**src/hdl/tbec_pkg.sv**
```systemverilog
`timescale 1ns / 1ps
// Package for the three-button event classifier.
// Holds the event codes, register indexes, reset values and the state type.
// Has no dependencies.
package tbec_pkg;

    localparam int unsigned TimeW = 32;
    localparam int unsigned CfgW  = 16;

    typedef enum logic [2:0] {
        EV_NONE        = 3'd0,
        EV_ENTER_SHORT = 3'd1,
        EV_ENTER_LONG  = 3'd2,
        EV_LEFT        = 3'd3,
        EV_RIGHT       = 3'd4
    } t_event;

    typedef enum logic {
        REG_REPEAT_INTERVAL = 1'b0,
        REG_LONG_PRESS      = 1'b1
    } t_reg_index;

    localparam logic [CfgW-1:0] RepeatReset = 16'd180;
    localparam logic [CfgW-1:0] LongReset   = 16'd900;

    typedef struct packed {
        logic [TimeW-1:0] enter_start_time;
        logic             enter_long_sent;
        logic [TimeW-1:0] left_fire_time;
        logic [TimeW-1:0] right_fire_time;
    } t_state;

    typedef struct packed {
        logic [TimeW-1:0] now_ms;
        logic             left_pressed;
        logic             enter_pressed;
        logic             right_pressed;
    } t_poll;

endpackage

```
**src/hdl/tbec_core.sv**
```systemverilog
`timescale 1ns / 1ps
// Combinational classifier for one poll: next state and event.
// Depends on tbec_pkg.
module tbec_core
    import tbec_pkg::*;
(
    input  t_poll           i_poll,
    input  t_state          i_state,
    input  logic [CfgW-1:0] i_repeat_interval_ms,
    input  logic [CfgW-1:0] i_long_press_ms,
    output t_state          o_state,
    output t_event          o_event
);

    logic [TimeW-1:0] enter_age;
    logic [TimeW-1:0] left_age;
    logic [TimeW-1:0] right_age;
    logic             long_due;
    logic             left_due;
    logic             right_due;
    t_event           enter_event;

    assign enter_age = i_poll.now_ms - i_state.enter_start_time;
    assign left_age  = i_poll.now_ms - i_state.left_fire_time;
    assign right_age = i_poll.now_ms - i_state.right_fire_time;
    assign long_due  = enter_age >= {{(TimeW-CfgW){1'b0}}, i_long_press_ms};
    assign left_due  = left_age >= {{(TimeW-CfgW){1'b0}}, i_repeat_interval_ms};
    assign right_due = right_age >= {{(TimeW-CfgW){1'b0}}, i_repeat_interval_ms};

    always_comb begin
        o_state     = i_state;
        enter_event = EV_NONE;
        if (i_poll.enter_pressed) begin
            if (i_state.enter_start_time == '0) begin
                o_state.enter_start_time = (i_poll.now_ms == '0) ?
                                           {{(TimeW-1){1'b0}}, 1'b1} : i_poll.now_ms;
                o_state.enter_long_sent  = 1'b0;
            end else if (!i_state.enter_long_sent && long_due) begin
                o_state.enter_long_sent = 1'b1;
                enter_event             = EV_ENTER_LONG;
            end
        end else begin
            if (i_state.enter_start_time != '0 && !i_state.enter_long_sent) begin
                enter_event = EV_ENTER_SHORT;
            end
            o_state.enter_start_time = '0;
            o_state.enter_long_sent  = 1'b0;
        end

        o_event = enter_event;
        if (enter_event == EV_NONE) begin
            priority if (i_poll.left_pressed && left_due) begin
                o_state.left_fire_time = i_poll.now_ms;
                o_event                = EV_LEFT;
            end else if (i_poll.right_pressed && right_due) begin
                o_state.right_fire_time = i_poll.now_ms;
                o_event                 = EV_RIGHT;
            end
        end
    end

endmodule

```
**src/hdl/three_button_event_classifier.sv**
```systemverilog
`timescale 1ns / 1ps
// Three-button event classifier: top level with stream ports and APB registers.
// Depends on tbec_pkg and tbec_core.
// The poll is held in the input register and the event in the result register.
// Throughput: one poll per cycle; the input register and the result register
// form a two-stage pipeline that stalls only when the output is not taken.
// Reset (synchronous, active low) clears the press and fire times, empties both
// stages and returns the registers to 180 ms and 900 ms.
module three_button_event_classifier
    import tbec_pkg::*;
(
    input  logic        i_clk,
    input  logic        i_rst_n,
    input  logic        s_axis_tvalid,
    output logic        s_axis_tready,
    // [31:0] now_ms, [32] left_pressed, [33] enter_pressed, [34] right_pressed
    input  logic [39:0] s_axis_tdata,
    output logic        m_axis_tvalid,
    input  logic        m_axis_tready,
    // [2:0] button_event
    output logic [7:0]  m_axis_tdata,
    input  logic        psel,
    input  logic        penable,
    input  logic        pwrite,
    input  logic [2:0]  paddr,
    input  logic [31:0] pwdata,
    output logic [31:0] prdata,
    output logic        pready
);

    logic            r_in_valid;
    t_poll           r_in;
    logic            r_out_valid;
    t_event          r_event;
    t_state          r_state;
    logic [CfgW-1:0] r_repeat_interval_ms;
    logic [CfgW-1:0] r_long_press_ms;

    t_state          n_state;
    t_event          n_event;
    t_poll           in_poll;
    logic            advance;
    logic            in_take;
    logic            cfg_write;
    t_reg_index      cfg_index;

    assign in_poll.now_ms        = s_axis_tdata[31:0];
    assign in_poll.left_pressed  = s_axis_tdata[32];
    assign in_poll.enter_pressed = s_axis_tdata[33];
    assign in_poll.right_pressed = s_axis_tdata[34];

    assign advance       = !r_out_valid || m_axis_tready;
    assign s_axis_tready = !r_in_valid || advance;
    assign in_take       = s_axis_tvalid && s_axis_tready;

    tbec_core u_core (
        .i_poll               (r_in),
        .i_state              (r_state),
        .i_repeat_interval_ms (r_repeat_interval_ms),
        .i_long_press_ms      (r_long_press_ms),
        .o_state              (n_state),
        .o_event              (n_event)
    );

    always_ff @(posedge i_clk) begin
        if (!i_rst_n) begin
            r_in_valid  <= 1'b0;
            r_out_valid <= 1'b0;
            r_state     <= '0;
        end else begin
            if (s_axis_tready) begin
                r_in_valid <= s_axis_tvalid;
            end
            if (advance) begin
                r_out_valid <= r_in_valid;
                if (r_in_valid) begin
                    r_state <= n_state;
                end
            end
        end
    end

    always_ff @(posedge i_clk) begin
        if (in_take) begin
            r_in <= in_poll;
        end
        if (advance && r_in_valid) begin
            r_event <= n_event;
        end
    end

    assign m_axis_tvalid = r_out_valid;
    assign m_axis_tdata  = {5'b0, r_event};

    assign pready    = 1'b1;
    assign cfg_write = psel && penable && pwrite;
    assign cfg_index = t_reg_index'(paddr[2]);

    always_ff @(posedge i_clk) begin
        if (!i_rst_n) begin
            r_repeat_interval_ms <= RepeatReset;
            r_long_press_ms      <= LongReset;
        end else if (cfg_write) begin
            unique case (cfg_index)
                REG_REPEAT_INTERVAL: r_repeat_interval_ms <= pwdata[CfgW-1:0];
                REG_LONG_PRESS:      r_long_press_ms      <= pwdata[CfgW-1:0];
                default:             ;
            endcase
        end
    end

    always_comb begin
        unique case (cfg_index)
            REG_REPEAT_INTERVAL: prdata = {16'b0, r_repeat_interval_ms};
            REG_LONG_PRESS:      prdata = {16'b0, r_long_press_ms};
            default:             prdata = '0;
        endcase
    end

endmodule

```
**config.mk**
```make
export PLATFORM = sky130hd
export DESIGN_NAME = three_button_event_classifier
export DESIGN_NICKNAME = d
export VERILOG_FILES = /design/src/hdl/tbec_pkg.sv /design/src/hdl/tbec_core.sv /design/src/hdl/three_button_event_classifier.sv
export SDC_FILE = /design/constraint.sdc
export NUM_CORES = 1
export LEC_CHECK = 0
export BUFFER_PORTS_ARGS = -buffer_cell sky130_fd_sc_hd__buf_2
export CAP_MARGIN = 20
export CORE_ASPECT_RATIO = 1.25
export CORE_UTILIZATION = 56
export DETAILED_ROUTE_END_ITERATION = 8
export GPL_ROUTABILITY_DRIVEN = 0
export PLACE_DENSITY = 0.76
export SLEW_MARGIN = 20
export SYNTH_ARGS = -nofsm -noshare
export SYNTH_HDL_FRONTEND = slang
export SYNTH_HIERARCHICAL = 1
export SYNTH_SLANG_ARGS = --single-unit
```
**constraint.sdc**
```tcl
create_clock -name i_clk -period 5.45 [get_ports i_clk]
set_clock_uncertainty 0.15 [all_clocks]
set_input_delay 0.2725 -clock i_clk [delete_from_list [all_inputs] [get_ports i_clk]]
set_output_delay 0.2725 -clock i_clk [all_outputs]
set_load 0.005 [all_outputs]
```
==> impl_metrics.toml <==
[clock_network]
root_buffer = "clkbuf_16"
clock_path_buffers = 2
htree_levels = 4
clk_latency_ns = 0.45
cts_made_buffers = 17
cts_num_sinks = 169
clkTransAtPathRegs_ns = 0.07
tritoncts = "done"

[timing]
worst_pin_slew_ns = 1.03
max_slew_margin = 0.315
timing.final.crit_share = 1.04
finalSetupViolCount = 63
fmax_ghz = 0.176
setup_slack_ns = -0.225
grt_setup_unrepaired = "true"
final_hold_viol_count = 0
tns_ns = -6.76
fin_crit_ns = 5.67
drv_slew = 0
holdWs_ns = 0.0464

[worst_hold_path]
min_path_type = "input port to flop"

[outcome]
status = "finished, violations left"
violations = "negative setup slack"

[global_routing]
grt_max_degree = 173
grt_first_pass_wirelength_um = 68600
grt_use_total = 0.317
gr-total-overflow = 0
grt_pass1_vias = 14384
antenna_found_initial = 0

[synth]
synth_most_common_cell = "nand2_1"
yosys.area.top_type = "dfxtp_1"
synth_compound_area_frac = 0.179
yosysUniqueCellTypes = 83
yosys-top-cells-area = "dfxtp_1, ha_1, mux2i_1"
syn_inst = 1855
avgSynthCellArea_um2 = 8.03
yosys_warnings = 6
ys_seq_area_frac = 0.253
syn_area_um2 = 14900
synth_mux_area_frac = 0.139
synth_top_family_by_area = "simple AND/OR/NAND/NOR gates"
synth_adder_area_share = 0.122
synth_edf_count = 38
synthArstFlopShare = 0
synth_common_cells = "nand2_1, inv_1, ha_1, dfxtp_1, mux2i_1"
synth-simple-area-share = 0.185
ys_ff_latch = 169
synthXorXnorAreaFrac = 0.0406
synthFlopType = "dfxtp_1"
synth_top_area_frac = 0.176

[route]
wire_per_inst_um = 18.4
drt-total-wl_um = 44500
drtPass1Iterations = 6
vias = 14874
drt-vias-per-instance = 6.16
drc = 0
antenna_left = 0
drtIter0Drc = 1333

[setup_path]
crit_type = "flop to flop"
cp_data_arrival_time_ns = 5.83
cp-end-kind = "flop"
r2r_setup_slack_ns = -0.22
r2r-start = "r_in[7]"
cp_max_fo = 7
endpoint = "r_state[0]"
rr_worst_depth = 21
cp.required_ns = 5.60
cp-start-kind = "flop"
r2r-end = "r_state[0]"
critical_path.startpoint = "r_in[7]"

[pwr]
power_mw = 5.07
p_leak_nw = 7.23
powerDensity_nw_per_um2 = 282
ir_worst_vdd_uv = 251

[placed_design]
portBuffers = 79
dp_hpwl_um = 31400
dp_slack_ns = -0.320

[die]
rows = 66
die_x_um = 148
die_h_um = 184
die_area_um2 = 27300
core-area_um2 = 26100
ioPinCount = 125
initial_core_util = 0.571

[flow_run]
drv_cap = 0

[cells_and_area]
utilization = 0.689
syn2layout_area_growth_pct = 20.6
antenna_cells = 0
drive_gt1_frac = 0.201
fin_nets = 2288
## registers in the layout (all words and copies together), names as in the netlist
register              count
m_axis_tvalid             1
r_repeat_interval_ms     16
r_event                   3
r_in_valid                1
r_in                     35
r_state                  97
r_long_press_ms          16
## worst min path at each step
stage	from	cells after the start	endpoint
floorplan	s_axis_tdata[34]	0	r_in[0]
global placement	r_state[1]	2	r_state[1]
detailed placement	s_axis_tdata[22]	1	r_in[25]
CTS	m_axis_tready	3	m_axis_tvalid
global route	m_axis_tready	3	m_axis_tvalid
finish	m_axis_tready	3	m_axis_tvalid
## power breakdown
group | total (mW) | switching [mW] | leakage [nW] | internal (mW)
combinational | 2.40 | 1.30 | 5.52 | 1.10
sequential | 1.44 | 0.0757 | 1.43 | 1.37
clock | 1.23 | 0.614 | 0.287 | 0.611
total | 5.07 | 1.99 | 7.23 | 3.08
## cell usage in the layout (no fill, tap or decap), types with 39 or more instances in the layout
cell type,instances
nand2_1,305
mux2i_1,119
o21ai_0,90
nor2_1,76
inv_1,146
ha_1,134
buf_2,78
nand3_1,51
dfxtp_1,131
a21oi_1,108
mux2_2,50
buf_4,143
dlygate4sd3_1,52
nand4_1,39
## per-layer routing
metal	global-route usage	wire, um	up-vias	part of all wire
met5	0	0	-	0
met3	0.0458	2820	181	0.063
met1	0.351	17400	7024	0.39
met2	0.575	21900	652	0.49
li1	-	-	7017	-
met4	0.181	2370	0	0.053
## cells by family after synthesis
family,Yosys count
other,2
adders and majority gates,144
muxes,197
buffers and inverters,264
AOI/OAI and AO/OA,413
DFF,169
and+or+nand+nor,597
xor gates and xnor gates,69
## cell type report
type / count / area (um2)
Sequential cell: 169 / 3760
Clock buffer: 17 / 425
Tap cell: 340 / 425
Timing Repair Buffer: 284 / 2180
Multi-Input combinational cell: 1442 / 10500
Inverter: 148 / 556
Fill cell: 1979 / 8120
Clock inverter: 15 / 144
## critical path, cell delays in order, from the launching register on
cell	delay (ns)
edfxtp_1	0.44
buf_4	0.18
ha_1	0.33
a21o_1	0.24
nor2_2	0.12
a21oi_2	0.09
a311o_1	0.40
xor2_1	0.15
ha_1	0.31
o21ai_1	0.15
nor2_1	0.08
or4_1	0.47
or4b_4	0.54
a2111oi_4	0.35
and4_4	0.28
a31oi_4	0.11
nor4b_4	0.30
buf_12	0.19
buf_8	0.14
mux2_2	0.33
nand2_1	0.06
mux2i_1	0.10
## through the flow
| stage | area (um2) | cells |
|---|---|---|
| final | 18000 | 2415 |
| after detailed placement | 16200 | 2308 |
| after floorplan | 15000 | 1875 |
| after global placement | 16200 | 2307 |
| after CTS | 17700 | 2407 |
| after global routing | 18000 | 2415 |
## repair_timing
item                                   4_1_cts  5_1_grt
setup endpoints to repair                   65       65
endpoints found under the hold margin       68        0
pin swaps                                   22       20
hold buffers                                52        0
gates cloned                                 1        1
buffers inserted                            14        8
resized for setup                           85       32
Power figures use the tool's default switching activity.
